### config.mk
export PLATFORM = sky130hd
export DESIGN_NAME = macd_crossover_tracker_core
export DESIGN_NICKNAME = d
export VERILOG_FILES = /design/src/sv/macd_pkg.sv /design/src/sv/macd_div.sv /design/src/sv/macd_crossover_tracker_core.sv
export SDC_FILE = /design/constraint.sdc
export NUM_CORES = 2
export LEC_CHECK = 0
export BUFFER_PORTS_ARGS = -buffer_cell sky130_fd_sc_hd__buf_2
export CORE_UTILIZATION = 45
export CTS_CLUSTER_DIAMETER = 100
export DETAILED_ROUTE_END_ITERATION = 8
export RECOVER_POWER = 25
export SLEW_MARGIN = 20
export SYNTH_ARGS = -nofsm -noshare
export SYNTH_HDL_FRONTEND = slang
export SYNTH_SLANG_ARGS = --single-unit
### constraint.sdc
create_clock -name clk -period 12.85 [get_ports clk]
set_clock_uncertainty 0.1 [all_clocks]
set_input_delay 0.6425 -clock clk [delete_from_list [all_inputs] [get_ports clk]]
set_output_delay 0.6425 -clock clk [all_outputs]
set_load 0.005 [all_outputs]
### src/sv/macd_pkg.sv
// Shared constants, types and helper functions of the MACD tracker.
// Depends on nothing; used by macd_div and macd_crossover_tracker_core.
`default_nettype none
package macd_pkg;

  localparam int PRICE_W   = 32;
  localparam int ACC_W     = 48;
  localparam int NUM_W     = ACC_W + 2;
  localparam int VAL_W     = 32;
  localparam int PER_W     = 7;
  localparam int CNT_W     = 8;
  localparam int DIV_W     = 64;
  localparam int DEN_W     = 32;
  localparam int DIV_CW    = $clog2(DIV_W);
  localparam int PCT_SHIFT = 24;
  localparam int PCT_MUL_W = 7;
  localparam int PROD_W    = VAL_W + PCT_MUL_W;
  localparam int REG_IDX_W = 2;
  localparam int PER_MAX   = 64;

  localparam logic [PCT_MUL_W-1:0] PCT_SCALE = PCT_MUL_W'(100);

  localparam logic [REG_IDX_W-1:0] REG_FAST   = 2'd0;
  localparam logic [REG_IDX_W-1:0] REG_SLOW   = 2'd1;
  localparam logic [REG_IDX_W-1:0] REG_SIGNAL = 2'd2;

  localparam logic [PER_W-1:0] FAST_RST   = PER_W'(12);
  localparam logic [PER_W-1:0] SLOW_RST   = PER_W'(26);
  localparam logic [PER_W-1:0] SIGNAL_RST = PER_W'(9);

  typedef struct packed {
    logic             start;
    logic [DIV_W-1:0] dividend;
    logic [DEN_W-1:0] divisor;
  } div_req_t;

  typedef struct packed {
    logic             done;
    logic [DIV_W-1:0] quotient;
  } div_rsp_t;

  // Zero is used as one and anything above the maximum as the maximum.
  function automatic logic [PER_W-1:0] clamp_period(input logic [PER_W-1:0] p);
    logic [PER_W-1:0] r;
    if (p == '0) r = PER_W'(1);
    else if (p > PER_W'(PER_MAX)) r = PER_W'(PER_MAX);
    else r = p;
    return r;
  endfunction

  // Saturates a wide signed value to the 32-bit result range.
  function automatic logic [VAL_W-1:0] sat_val(input logic [ACC_W:0] v);
    logic [VAL_W-1:0] r;
    if (v[ACC_W:VAL_W-1] == '0 || v[ACC_W:VAL_W-1] == '1) r = v[VAL_W-1:0];
    else if (v[ACC_W]) r = {1'b1, {(VAL_W-1){1'b0}}};
    else r = {1'b0, {(VAL_W-1){1'b1}}};
    return r;
  endfunction

endpackage
`default_nettype wire

### src/sv/macd_div.sv
// Bit-serial restoring divider, one quotient bit per clock.
// Depends on macd_pkg for widths and the request/response structs.
`default_nettype none
module macd_div
  import macd_pkg::*;
(
  input  wire logic     clk,
  input  wire logic     rst_n,
  input  wire div_req_t req,
  output div_rsp_t      rsp
);

  logic [DEN_W-1:0]  rem_r;
  logic [DIV_W-1:0]  quo_r;
  logic [DEN_W-1:0]  den_r;
  logic [DIV_CW-1:0] cnt_r;
  logic              busy_r;
  logic              done_r;

  logic [DEN_W:0] trial;
  logic [DEN_W:0] diff;
  logic           ge;

  assign trial = {rem_r, quo_r[DIV_W-1]};
  assign diff  = trial - {1'b0, den_r};
  assign ge    = trial >= {1'b0, den_r};

  always_ff @(posedge clk) begin
    if (!rst_n) begin
      busy_r <= 1'b0;
      done_r <= 1'b0;
      cnt_r  <= '0;
    end else if (req.start) begin
      busy_r <= 1'b1;
      done_r <= 1'b0;
      cnt_r  <= '0;
    end else if (busy_r) begin
      cnt_r <= cnt_r + DIV_CW'(1);
      if (cnt_r == DIV_CW'(DIV_W - 1)) begin
        busy_r <= 1'b0;
        done_r <= 1'b1;
      end
    end else begin
      done_r <= 1'b0;
    end
  end

  // The dividend shifts out of the top of quo_r as quotient bits shift in.
  always_ff @(posedge clk) begin
    if (req.start) begin
      rem_r <= '0;
      quo_r <= req.dividend;
      den_r <= req.divisor;
    end else if (busy_r) begin
      rem_r <= ge ? diff[DEN_W-1:0] : trial[DEN_W-1:0];
      quo_r <= {quo_r[DIV_W-2:0], ge};
    end
  end

  assign rsp.done     = done_r;
  assign rsp.quotient = quo_r;

endmodule
`default_nettype wire

### src/sv/macd_crossover_tracker_core.sv
// Top level of the MACD crossover tracker: sequencer, averages and result register.
// Depends on macd_pkg and the serial divider macd_div.
`default_nettype none
// The tracker takes one closing price (unsigned Q16.16) per input transaction and
// returns one result transaction with the MACD line, its signal line, crossover
// flags and both lines as a percentage of the close (signed Q8.24). The fast and
// slow averages are seeded with the rounded mean of their first samples and then
// follow the exponential update with weight 2/(period+1); the signal line does the
// same on the MACD line. Items are handled one at a time. Every rounded division
// goes through a single shared divider that produces one quotient bit per clock;
// an item needs up to five divisions (fast, slow, signal, two percentages),
// depending on where the series stands. A finished result sits in an output
// register, so the next item can be accepted while it waits. Periods are to be
// written through the configuration port only while the block is idle; the block
// itself does not enforce it, and the port is always ready.
module macd_crossover_tracker_core
  import macd_pkg::*;
(
  input  wire logic                  clk,
  input  wire logic                  rst_n,
  input  wire logic                  cfg_valid,
  output logic                       cfg_ready,
  input  wire logic [REG_IDX_W-1:0]  cfg_index,
  input  wire logic [PER_W-1:0]      cfg_data,
  input  wire logic                  in_valid,
  output logic                       in_ready,
  input  wire logic                  in_series_start,
  input  wire logic [PRICE_W-1:0]    in_close_price,
  output logic                       out_valid,
  input  wire logic                  out_ready,
  output logic                       out_ready_res,
  output logic signed [VAL_W-1:0]    out_macd_value,
  output logic signed [VAL_W-1:0]    out_signal_value,
  output logic                       out_cross_up,
  output logic                       out_cross_down,
  output logic signed [VAL_W-1:0]    out_macd_percent,
  output logic signed [VAL_W-1:0]    out_signal_percent,
  output logic                       out_percent_valid
);

  localparam logic [3:0] S_IDLE = 4'd0;
  localparam logic [3:0] S_AVG  = 4'd1;
  localparam logic [3:0] S_AVGW = 4'd2;
  localparam logic [3:0] S_MACD = 4'd3;
  localparam logic [3:0] S_SIGV = 4'd4;
  localparam logic [3:0] S_FLAG = 4'd5;
  localparam logic [3:0] S_PW1  = 4'd6;
  localparam logic [3:0] S_PS   = 4'd7;
  localparam logic [3:0] S_PW2  = 4'd8;
  localparam logic [3:0] S_OUT  = 4'd9;

  localparam logic [1:0] SEL_FAST = 2'd0;
  localparam logic [1:0] SEL_SLOW = 2'd1;
  localparam logic [1:0] SEL_SIG  = 2'd2;

  // Configuration registers.
  logic [PER_W-1:0] fast_per_r, slow_per_r, sig_per_r;

  // Per-item working state.
  logic [3:0]         state_r, state_nxt;
  logic [1:0]         sel_r;
  logic [PRICE_W-1:0] close_r;
  logic [CNT_W-1:0]   cnt_r;
  logic [PER_W-1:0]   pf_r, ps_r, pg_r;
  logic               seed_r, neg_r;

  // Series state.
  logic signed [ACC_W-1:0] fast_acc_r, slow_acc_r, sig_acc_r;
  logic signed [VAL_W-1:0] macd_r, sig_r, prev_macd_r, prev_sig_r;
  logic [VAL_W-1:0]        mp_r, sp_r;
  logic                    rdy_r, bull_r, bear_r, pv_r;

  // Result register.
  logic                    out_valid_r;
  logic                    o_rdy_r, o_bull_r, o_bear_r, o_pv_r;
  logic signed [VAL_W-1:0] o_macd_r, o_sig_r, o_mp_r, o_sp_r;

  div_req_t div_req;
  div_rsp_t div_rsp;

  macd_div u_div (
    .clk  (clk),
    .rst_n(rst_n),
    .req  (div_req),
    .rsp  (div_rsp)
  );

  logic in_acc;
  assign cfg_ready = 1'b1;
  assign in_ready  = (state_r == S_IDLE);
  assign in_acc    = in_valid && in_ready;

  // Clamped periods; the fast period never exceeds the slow one.
  logic [PER_W-1:0] ps_c, pf_c, pg_c;
  always_comb begin
    ps_c = clamp_period(slow_per_r);
    pf_c = clamp_period(fast_per_r);
    pg_c = clamp_period(sig_per_r);
    if (pf_c > ps_c) pf_c = ps_c;
  end

  // Sample count after this item, saturating.
  logic [CNT_W-1:0] cnt_base, cnt_nxt;
  assign cnt_base = in_series_start ? '0 : cnt_r;
  assign cnt_nxt  = (cnt_base == '1) ? cnt_base : cnt_base + CNT_W'(1);

  // Position in the MACD series, valid once count has reached the slow period.
  logic [CNT_W-1:0] sig_pos;
  assign sig_pos = cnt_r - CNT_W'(ps_r) + CNT_W'(1);

  // Averaging step, shared by the three averages and selected by sel_r.
  logic signed [ACC_W-1:0] acc_cur, x_cur, sum;
  logic [CNT_W-1:0]        pos_cur, per_cur;
  logic                    seed_ph, need_div;
  logic signed [ACC_W:0]   diff;
  logic signed [NUM_W-1:0] num;
  logic [NUM_W-1:0]        mag;
  logic [CNT_W-1:0]        den;
  logic [DIV_W-1:0]        avg_dividend;

  always_comb begin
    case (sel_r)
      SEL_FAST: begin
        acc_cur = fast_acc_r;
        per_cur = CNT_W'(pf_r);
      end
      SEL_SLOW: begin
        acc_cur = slow_acc_r;
        per_cur = CNT_W'(ps_r);
      end
      default: begin
        acc_cur = sig_acc_r;
        per_cur = CNT_W'(pg_r);
      end
    endcase
    if (sel_r == SEL_SIG) begin
      x_cur   = {{(ACC_W-VAL_W){macd_r[VAL_W-1]}}, macd_r};
      pos_cur = sig_pos;
    end else begin
      x_cur   = $signed({{(ACC_W-PRICE_W){1'b0}}, close_r});
      pos_cur = cnt_r;
    end
    seed_ph  = pos_cur <= per_cur;
    need_div = seed_ph ? (pos_cur == per_cur) : 1'b1;
    sum      = acc_cur + x_cur;
    diff     = {x_cur[ACC_W-1], x_cur} - {acc_cur[ACC_W-1], acc_cur};
    num      = seed_ph ? {{2{sum[ACC_W-1]}}, sum} : {diff, 1'b0};
    den      = seed_ph ? per_cur : per_cur + CNT_W'(1);
    mag      = num[NUM_W-1] ? NUM_W'(-num) : NUM_W'(num);
    avg_dividend = DIV_W'(mag) + DIV_W'(den >> 1);
  end

  // Result of the rounded division, signed and wrapped to the accumulator.
  logic [DIV_W-1:0]        q_signed;
  logic signed [ACC_W-1:0] acc_div_res;
  assign q_signed    = neg_r ? DIV_W'(-div_rsp.quotient) : div_rsp.quotient;
  assign acc_div_res = seed_r ? $signed(q_signed[ACC_W-1:0])
                              : acc_cur + $signed(q_signed[ACC_W-1:0]);

  // Percentage of the close: |value| * 100 * 2^24 + close/2, divided by close.
  logic [VAL_W-1:0]  pct_src, pct_mag;
  logic [PROD_W-1:0] pct_prod;
  logic [DIV_W-1:0]  pct_dividend;
  logic              pct_neg;
  logic [VAL_W-1:0]  pct_res;
  assign pct_src      = (state_r == S_PS) ? sig_r : macd_r;
  assign pct_mag      = pct_src[VAL_W-1] ? VAL_W'(-pct_src) : pct_src;
  assign pct_prod     = PROD_W'(pct_mag) * PROD_W'(PCT_SCALE);
  assign pct_dividend = DIV_W'({pct_prod, {PCT_SHIFT{1'b0}}}) + DIV_W'(close_r >> 1);
  assign pct_neg      = (state_r == S_PW2) ? sig_r[VAL_W-1] : macd_r[VAL_W-1];

  always_comb begin
    if (pct_neg) begin
      if (div_rsp.quotient > (DIV_W'(1) << (VAL_W - 1))) pct_res = {1'b1, {(VAL_W-1){1'b0}}};
      else pct_res = VAL_W'(-div_rsp.quotient);
    end else begin
      if (div_rsp.quotient > DIV_W'({1'b0, {(VAL_W-1){1'b1}}}))
        pct_res = {1'b0, {(VAL_W-1){1'b1}}};
      else pct_res = div_rsp.quotient[VAL_W-1:0];
    end
  end

  // Flags of the current item.
  logic [CNT_W-1:0] ready_lim;
  logic             ready_c, pvalid_c;
  assign ready_lim = CNT_W'(ps_r) + CNT_W'(pg_r) + CNT_W'(1);
  assign ready_c   = cnt_r >= ready_lim;
  assign pvalid_c  = ready_c && (close_r != '0);

  // One request source at a time drives the divider.
  always_comb begin
    div_req.start    = ((state_r == S_AVG) && need_div) ||
                       ((state_r == S_FLAG) && pvalid_c) || (state_r == S_PS);
    div_req.dividend = (state_r == S_AVG) ? avg_dividend : pct_dividend;
    div_req.divisor  = (state_r == S_AVG) ? DEN_W'(den) : DEN_W'(close_r);
  end

  // Accumulator write, either directly from the running sum or after a division.
  logic                    acc_wen;
  logic signed [ACC_W-1:0] acc_wdata;
  always_comb begin
    acc_wen   = 1'b0;
    acc_wdata = sum;
    if (state_r == S_AVG && !need_div) begin
      acc_wen = 1'b1;
    end else if (state_r == S_AVGW && div_rsp.done) begin
      acc_wen   = 1'b1;
      acc_wdata = acc_div_res;
    end
  end

  // Sequencer.
  always_comb begin
    state_nxt = state_r;
    unique case (state_r)
      S_IDLE: if (in_acc) state_nxt = S_AVG;
      S_AVG: begin
        if (need_div) state_nxt = S_AVGW;
        else if (sel_r == SEL_FAST) state_nxt = S_AVG;
        else if (sel_r == SEL_SLOW) state_nxt = S_MACD;
        else state_nxt = S_SIGV;
      end
      S_AVGW: begin
        if (div_rsp.done) begin
          if (sel_r == SEL_FAST) state_nxt = S_AVG;
          else if (sel_r == SEL_SLOW) state_nxt = S_MACD;
          else state_nxt = S_SIGV;
        end
      end
      S_MACD: state_nxt = (cnt_r >= CNT_W'(ps_r)) ? S_AVG : S_FLAG;
      S_SIGV: state_nxt = S_FLAG;
      S_FLAG: state_nxt = pvalid_c ? S_PW1 : S_OUT;
      S_PW1:  if (div_rsp.done) state_nxt = S_PS;
      S_PS:   state_nxt = S_PW2;
      S_PW2:  if (div_rsp.done) state_nxt = S_OUT;
      S_OUT:  if (!out_valid_r || out_ready) state_nxt = S_IDLE;
      default: state_nxt = S_IDLE;
    endcase
  end

  always_ff @(posedge clk) begin
    if (!rst_n) begin
      state_r    <= S_IDLE;
      fast_per_r <= FAST_RST;
      slow_per_r <= SLOW_RST;
      sig_per_r  <= SIGNAL_RST;
      cnt_r      <= '0;
      fast_acc_r <= '0;
      slow_acc_r <= '0;
      sig_acc_r  <= '0;
      prev_macd_r <= '0;
      prev_sig_r  <= '0;
      out_valid_r <= 1'b0;
      sel_r       <= SEL_FAST;
    end else begin
      state_r <= state_nxt;

      if (cfg_valid && cfg_ready) begin
        unique case (cfg_index)
          REG_FAST:   fast_per_r <= cfg_data;
          REG_SLOW:   slow_per_r <= cfg_data;
          REG_SIGNAL: sig_per_r  <= cfg_data;
          default: ;
        endcase
      end

      // A new result may replace one that is taken at the same edge.
      if (state_r == S_OUT && state_nxt == S_IDLE) out_valid_r <= 1'b1;
      else if (out_valid_r && out_ready) out_valid_r <= 1'b0;

      if (in_acc) begin
        cnt_r <= cnt_nxt;
        sel_r <= SEL_FAST;
        if (in_series_start) begin
          fast_acc_r  <= '0;
          slow_acc_r  <= '0;
          sig_acc_r   <= '0;
          prev_macd_r <= '0;
          prev_sig_r  <= '0;
        end
      end

      if (acc_wen) begin
        case (sel_r)
          SEL_FAST: fast_acc_r <= acc_wdata;
          SEL_SLOW: slow_acc_r <= acc_wdata;
          default:  sig_acc_r  <= acc_wdata;
        endcase
        if (sel_r == SEL_FAST) sel_r <= SEL_SLOW;
      end

      if (state_r == S_MACD && cnt_r >= CNT_W'(ps_r)) sel_r <= SEL_SIG;

      if (state_r == S_FLAG) begin
        prev_macd_r <= macd_r;
        prev_sig_r  <= sig_r;
      end
    end
  end

  // Payload registers, no reset needed.
  always_ff @(posedge clk) begin
    if (in_acc) begin
      close_r <= in_close_price;
      pf_r    <= pf_c;
      ps_r    <= ps_c;
      pg_r    <= pg_c;
    end
    if (state_r == S_AVG && need_div) begin
      seed_r <= seed_ph;
      neg_r  <= num[NUM_W-1];
    end
    if (state_r == S_MACD) begin
      sig_r <= '0;
      if (cnt_r >= CNT_W'(ps_r))
        macd_r <= $signed(sat_val({fast_acc_r[ACC_W-1], fast_acc_r} -
                                  {slow_acc_r[ACC_W-1], slow_acc_r}));
      else
        macd_r <= '0;
    end
    if (state_r == S_SIGV) begin
      if (sig_pos >= CNT_W'(pg_r))
        sig_r <= $signed(sat_val({sig_acc_r[ACC_W-1], sig_acc_r}));
      else
        sig_r <= '0;
    end
    if (state_r == S_FLAG) begin
      rdy_r  <= ready_c;
      bull_r <= ready_c && (prev_macd_r <= prev_sig_r) && (macd_r > sig_r);
      bear_r <= ready_c && (prev_macd_r >= prev_sig_r) && (macd_r < sig_r);
      pv_r   <= pvalid_c;
      mp_r   <= '0;
      sp_r   <= '0;
    end
    if (state_r == S_PW1 && div_rsp.done) mp_r <= pct_res;
    if (state_r == S_PW2 && div_rsp.done) sp_r <= pct_res;
    if (state_r == S_OUT && state_nxt == S_IDLE) begin
      o_rdy_r  <= rdy_r;
      o_macd_r <= macd_r;
      o_sig_r  <= sig_r;
      o_bull_r <= bull_r;
      o_bear_r <= bear_r;
      o_mp_r   <= $signed(mp_r);
      o_sp_r   <= $signed(sp_r);
      o_pv_r   <= pv_r;
    end
  end

  assign out_valid          = out_valid_r;
  assign out_ready_res      = o_rdy_r;
  assign out_macd_value     = o_macd_r;
  assign out_signal_value   = o_sig_r;
  assign out_cross_up       = o_bull_r;
  assign out_cross_down     = o_bear_r;
  assign out_macd_percent   = o_mp_r;
  assign out_signal_percent = o_sp_r;
  assign out_percent_valid  = o_pv_r;

endmodule
`default_nettype wire

# --- Word level (Yosys, flattened, before mapping) ---
# Index checks and enable logic that the tools add are counted.
op_classes:
  n_addsub: 17
  mul: 1
  order_cmp: 15
  n_eq_ne: 18
  muxes: 79
  n_bitwise: 2
  reduce_logical: 48
ops:
  columns: ["op", "count"]
  rows:
  - ["two-way mux 48 bit", 17]
  - ["two-way mux 32 bit", 20]
  - ["two-way mux 64 bit", 3]
  - ["two-way mux 50 bit", 2]
  - ["subtractor 48 x 48 -> 49 bit", 2]
  - ["adder 48 bit", 2]
  - ["one-hot mux 48 bit (2 select lines)", 1]
  - ["adder 63 x 31 -> 64 bit", 1]
  - ["greater-than comparator 64 x 31 -> 1 bit (second input constant)", 1]
  - ["greater-than comparator 64 x 32 -> 1 bit (second input constant)", 1]
  - ["adder 50 x 7 -> 51 bit", 1]
  - ["negation 50 bit", 1]
  - ["negation 48 bit", 1]
  - ["two-way mux 7 bit", 6]
  - ["two-way mux 8 bit", 5]
  - ["one-hot mux 4 bit (10 select lines)", 1]
  - ["multiplier 32 x 5 -> 37 bit (second input constant)", 1]
  - ["equality test 18 bit (second input constant)", 2]
  - ["logical NOT 18 bit", 2]
  - ["greater-or-equal comparator 33 x 32 -> 1 bit", 1]
  - ["adder 8 x 1 -> 8 bit (second input constant)", 4]
  - ["greater-or-equal comparator 32 bit", 1]
  - ["greater-than comparator 32 bit", 1]
  - ["less-or-equal comparator 32 bit", 1]
  - ["37 further kinds", 102]
word_totals:
  register_bits: 699
  elab_cells: 223

# --- Depth between registers and ports, before layout ---
logic_depth:
  word_depth: 10
  ltp_mapped: 47
  ltp_nobuf: 38

# --- Hierarchy ---
# A second synthesis with hierarchy kept.
unflattened:
  cells_unflattened: 6734
  hier_area_um2: 56658.1
by_module_without_submodules:
  columns: ["mod", "instances", "cells_per_inst", "area_each_um2", "seq_area_each_um2"]
  rows:
  - ["macd_crossover_tracker_core", 1, 6086, 49413.6, 14463.9]
  - ["macd_div", 1, 648, 7244.4, 3683.5]

# --- Worst setup path after synthesis ---
# OpenSTA, ideal clock, no wires.
synth_timing:
  kind: "reg2reg"
  from: "register ps_r[1]"
  to: "register u_div.quo_r[49], data pin"
  setup_time_ps: 152
  arrival_time_ps: 9424
  path_slack_ps: 3175
  stages_incl_launch_ff: 44
  period_less_slack_ps: 9675
  cell_sequence: "edfxtp_1 ha_1 inv_1 ha_1 fa_1 nand2b_1 nand2b_1 a21oi_1 xnor2_1 nand2_1 nand2_1 ha_1 nand3_1 a21oi_1 o22ai_1 nand2_2 buf_6 clkbuf_1 [8 not listed] nand2_1 nand2_1 ha_1 nand2_1 or4b_1 or4_1 o32ai_2 and3_1 and3_1 and4_1 clkbuf_1 nand2_1 or4_1 a311o_1 a211o_1 or3_1 or4_1 a31oi_1"
synth_via:
  elab_chain_cells: 10
  elab_cells_between_ends: 23
synth_rtl:
  columns: ["item", "line", "source"]
  rows:
  - ["start: declaration", "macd_crossover_tracker_core.sv:64", "logic [PER_W-1:0] pf_r, ps_r, pg_r;"]
  - ["start signal: assignment", "macd_crossover_tracker_core.sv:306", "ps_r <= ps_c;"]
  - ["subtractor 8 x 7 -> 8 bit", "macd_crossover_tracker_core.sv:109", "assign sig_pos = cnt_r - CNT_W'(ps_r) + CNT_W'(1);"]
  - ["adder 8 x 1 -> 8 bit", "macd_crossover_tracker_core.sv:109", null]
  - ["two-way mux 8 bit", "macd_crossover_tracker_core.sv:136", "if (sel_r == SEL_SIG) begin"]
  - ["less-or-equal comparator 8 bit", "macd_crossover_tracker_core.sv:143", "seed_ph = pos_cur <= per_cur;"]
  - ["two-way mux 50 bit", "macd_crossover_tracker_core.sv:147", "num = seed_ph ? {{2{sum[ACC_W-1]}}, sum} : {diff, 1'b0};"]
  - ["negation 50 bit", "macd_crossover_tracker_core.sv:149", "mag = num[NUM_W-1] ? NUM_W'(-num) : NUM_W'(num);"]
  - ["two-way mux 50 bit", "macd_crossover_tracker_core.sv:149", null]
  - ["adder 50 x 7 -> 51 bit", "macd_crossover_tracker_core.sv:150", "avg_dividend = DIV_W'(mag) + DIV_W'(den >> 1);"]
  - ["two-way mux 64 bit", "macd_crossover_tracker_core.sv:194", "div_req.dividend = (state_r == S_AVG) ? avg_dividend : pct_dividend;"]
  - ["two-way mux 64 bit *", "macd_div.sv:50", "if (req.start) begin"]
  - ["end signal: assignment", "macd_div.sv:52", "quo_r <= req.dividend;"]
  - ["end signal: assignment", "macd_div.sv:56", "quo_r <= {quo_r[DIV_W-2:0], ge};"]
  - ["end: declaration", "macd_div.sv:14", "logic [DIV_W-1:0] quo_r;"]
# Mark *: on every way between the ends. The rest lies on a longest branch, timed or not.
# A chain may end at the register's enable or synchronous reset.

# --- Final worst setup path ---
layout_timing:
  from: "register sel_r[0]"
  to: "register u_div.quo_r[48], data pin"
layout_via:
  elab_chain_cells: 9
  elab_cells_between_ends: 23
layout_rtl:
  columns: ["item", "line", "source"]
  rows:
  - ["start: declaration", "macd_crossover_tracker_core.sv:61", "logic [1:0] sel_r;"]
  - ["start signal: assignment", "macd_crossover_tracker_core.sv:254", "sel_r <= SEL_FAST;"]
  - ["start signal: assignment", "macd_crossover_tracker_core.sv:273", "sel_r <= SEL_FAST;"]
  - ["start signal: assignment", "macd_crossover_tracker_core.sv:289", "if (sel_r == SEL_FAST) sel_r <= SEL_SLOW;"]
  - ["equality test 2 x 1 -> 1 bit (tied with other cells)", "macd_crossover_tracker_core.sv:122", "case (sel_r)"]
  - ["one-hot mux 48 bit (2 select lines) (tied with other cells)", "macd_crossover_tracker_core.sv:122", null]
  - ["adder 48 bit (tied with other cells)", "macd_crossover_tracker_core.sv:145", "sum = acc_cur + x_cur;"]
  - ["two-way mux 50 bit", "macd_crossover_tracker_core.sv:147", null]
  - ["negation 50 bit", "macd_crossover_tracker_core.sv:149", null]
  - ["two-way mux 50 bit", "macd_crossover_tracker_core.sv:149", null]
  - ["adder 50 x 7 -> 51 bit", "macd_crossover_tracker_core.sv:150", null]
  - ["two-way mux 64 bit", "macd_crossover_tracker_core.sv:194", null]
  - ["two-way mux 64 bit *", "macd_div.sv:50", null]
# Marks and branches as above.

==> flow_metrics.env <==
export IMPL_antenna_found_initial=15
export IMPL_drive_above_1_share_pct=7.23
export IMPL_clkLatencyLatePin_ns=0.73
export IMPL_synth_top_area_cell="edfxtp_1"
export IMPL_layout_setup_ws_ns=2.96
export IMPL_post_drt_wl_per_cell_um=26.1
export IMPL_place_ws_ns=2.98
export IMPL_synth_area_leaders="edfxtp_1 22%, ha_1 10%, dfxtp_1 10%"
export IMPL_cpMaxStageDelayCell="a2111oi_0"
export IMPL_cellPowerDensity_nw_per_um2=124
export IMPL_place_area_um2=59000
export IMPL_track_usage_pct=34.4
export IMPL_postCtsSetupBuffers=0
export IMPL_reg2reg_depth=28
export IMPL_required_ns=13.32
export IMPL_rsz0062_at_grt="no"
export IMPL_die_h_um=356
export IMPL_critPathMaxStageDelay_ns=0.87
export IMPL_core_area_um2=124000
export IMPL_worstHoldPathType="primary input to register"
export IMPL_synth_cell_types=117
export IMPL_tightest_slew_ns=3.46
export IMPL_period_share_pct=77.0
export IMPL_status="finished with violations"
export IMPL_crit_top_cell="a21oi_1"
export IMPL_fillers=12100
export IMPL_cts_reportedPaths_clkPinSlew_ns=0.06
export IMPL_fp_dieW_um=356
export IMPL_end_kind="register"
export IMPL_synth_area_um2=56500
export IMPL_globalRoute_totalOverflow=0
export IMPL_hp_start="cfg_data[0]"
export IMPL_violations="DRC, capacitance limit, slew limit"
export IMPL_relSlewSlack_pct=-131
export IMPL_pin_count=182
export IMPL_critical_path_class="register to register"
export IMPL_root_buffer="clkbuf_16"
export IMPL_fin_hold_ws_ns=0.0888
export IMPL_grt_pass1_wl_um=324000
export IMPL_first_global_vias=48600
export IMPL_ys_warn_count=0
export IMPL_reg2reg_to="u_div.quo_r[48]"
export IMPL_crit_family="compound AO/OA/AOI/OAI gates"
export IMPL_fin_nets=7417
export IMPL_ant_nets=0
export IMPL_start_util_pct=45.5
export IMPL_arrival_ns=10.37
export IMPL_dp_hpwl_um=175000
export IMPL_rows=129
export IMPL_syn2layout_area_growth_pct=9.76
export IMPL_slew_violations=227
export IMPL_async_flop_share_pct=0
export IMPL_routed_wl_um=224000
export IMPL_synthCells=6829
export IMPL_drt_pass1_iter_count=8
export IMPL_r2r_slack_ns=2.96
export IMPL_crit_path_max_fanout=36
export IMPL_syn_num_nets=7371
export IMPL_holdPathStages=3
export IMPL_grt_start_max_net_pins=95
export IMPL_synth_most_common_cell="nand2_1"
export IMPL_irDropWorstVdd_uv=101
export IMPL_gp_congestion=1.04
export IMPL_synth_flop_cell="edfxtp_1"
export IMPL_finalCriticalPeriod_ns=9.89
export IMPL_clockBufferDepth=3
export IMPL_cts_inserted_buffers=82
export IMPL_r2r_start="sel_r[0]"
export IMPL_power_leakage_nw=24.3
export IMPL_num_vias=53200
export IMPL_setup_viol=0
export IMPL_synth_seq_cells=699
export IMPL_portBuffers=180
export IMPL_hold_viol=0
export IMPL_drt_iter0_markers=6234
export IMPL_design_area_um2=62000
export IMPL_htree_num_levels=3
export IMPL_final_core_util_pct=49.9
export IMPL_fmax_mhz=101
export IMPL_tns_ns=0
export IMPL_cp_start_kind="register"
export IMPL_tritoncts="done"
export IMPL_cts_sinks=699
export IMPL_max_cap_viol_count=4
export IMPL_synth_common_cells="732 x nand2_1, 506 x inv_1, 505 x a21oi_1"
export IMPL_viasPerCell=6.19
export IMPL_synth_yosys_seq_area_share_pct=32.1
export IMPL_synth_avg_cell_area_um2=8.27
export IMPL_die_area_um2=127000
export IMPL_worstHoldEndpoint="sig_per_r[0]"
export IMPL_drc_errors=36
export IMPL_synth_top_area_share_pct=22.1
export IMPL_crit_buf_inv=4
export IMPL_synth_edff_count=415
==> state kept, by name, summed over array words and instances, names as in the netlist, 8 cells and up <==
| register | cells |
|---|---|
| close_r | 32 |
| cnt_r | 8 |
| fast_acc_r | 48 |
| macd_r | 32 |
| mp_r | 32 |
| out_macd_percent | 32 |
| out_macd_value | 32 |
| out_signal_percent | 32 |
| out_signal_value | 32 |
| prev_macd_r | 32 |
| prev_sig_r | 32 |
| sig_acc_r | 48 |
| sig_r | 32 |
| slow_acc_r | 48 |
| sp_r | 32 |
| u_div.den_r | 32 |
| u_div.quo_r | 64 |
| u_div.rem_r | 32 |
==> cell type report <==
cell class / instances / area [µm²] / area share, %
timing repair buffer: 311 / 1850 / 2.99
multi-input combinational: 5265 / 35200 / 56.7
clock buffer: 116 / 2330 / 3.75
tap: 1637 / 2050 / 3.30
sequential: 699 / 18200 / 29.3
inverter: 516 / 1940 / 3.13
clock inverter: 38 / 490 / 0.791
antenna: 5 / 12.5 / 0.0202
==> power by group <==
group	internal, mW	switching (mW)	total, mW
Combinational	0.991	1.69	2.68
Clock	1.38	1.05	2.43
Sequential	2.47	0.144	2.61
Total	4.83	2.88	7.72
==> kinds of logic after synthesis <==
logic type / count (synthesis) / synth area share, %
compound gates: 1907 / 21.8
xor+xnor: 409 / 6.34
fa+ha+maj: 495 / 11.5
buf+inv: 865 / 5.84
flops: 699 / 32.1
mux: 135 / 2.44
other cells: 1 / 0.00664
simple gates: 2318 / 20.0
==> tightest hold or removal path, delay by kind of cell <==
family	cells	cell delay, ns
buffers and inverters	1	0.10
and+or+nand+nor	1	0.06
muxes	1	0.06
==> layer usage <==
layer  global-route usage [%]  up-vias  part of all wire (%)
li1                         -    24600                     -
met1                     47.7    25600                    42
met2                     50.9     2556                    42
met3                     5.40      434                   9.2
met4                     19.0        6                   6.1
met5                        0        -                 0.017
==> through the flow <==
step | total power [mW] | instances
floorplan | 4.44 | 6829
global placement | 5.23 | 8397
detailed placement | 5.24 | 8397
CTS | 7.68 | 8582
global route | 8.04 | 8582
finish | 7.72 | 8587
==> timing repair <==
item,in CTS,in global routing
endpoints found under the hold margin,31,0
gates resized for setup,0,0
hold buffers,31,0
==> layout by cell type, fill, tap and decap left out, types with 85 or more instances in the layout <==
cell	netlist	routed
a211oi_1	90	90
ha_1	457	457
a21oi_1	505	504
buf_4	3	87
a21o_1	145	145
xnor2_1	265	265
buf_2	21	130
nor2b_1	140	138
nor3_1	145	142
o21ai_0	440	431
a21boi_0	183	183
mux2i_1	113	113
clkbuf_16	0	85
inv_1	506	505
xor2_1	144	144
nor2_1	450	446
edfxtp_1	415	415
nand2_1	732	729
nand3_1	307	306
dfxtp_1	284	281
==> worst max path at each step <==
stage                   from         endpoint  slack [ns]  cells after the start
finish              sel_r[0]  u_div.quo_r[48]        2.96                     28
global route        cnt_r[1]  u_div.quo_r[46]        2.20                     36
CTS                 cnt_r[1]  u_div.quo_r[48]        2.94                     36
detailed placement  cnt_r[1]  u_div.quo_r[48]        2.98                     36
global placement    cnt_r[1]  u_div.quo_r[48]        3.17                     36
floorplan            ps_r[1]  u_div.quo_r[49]        3.17                     43
(Power assumes the default switching activity.)
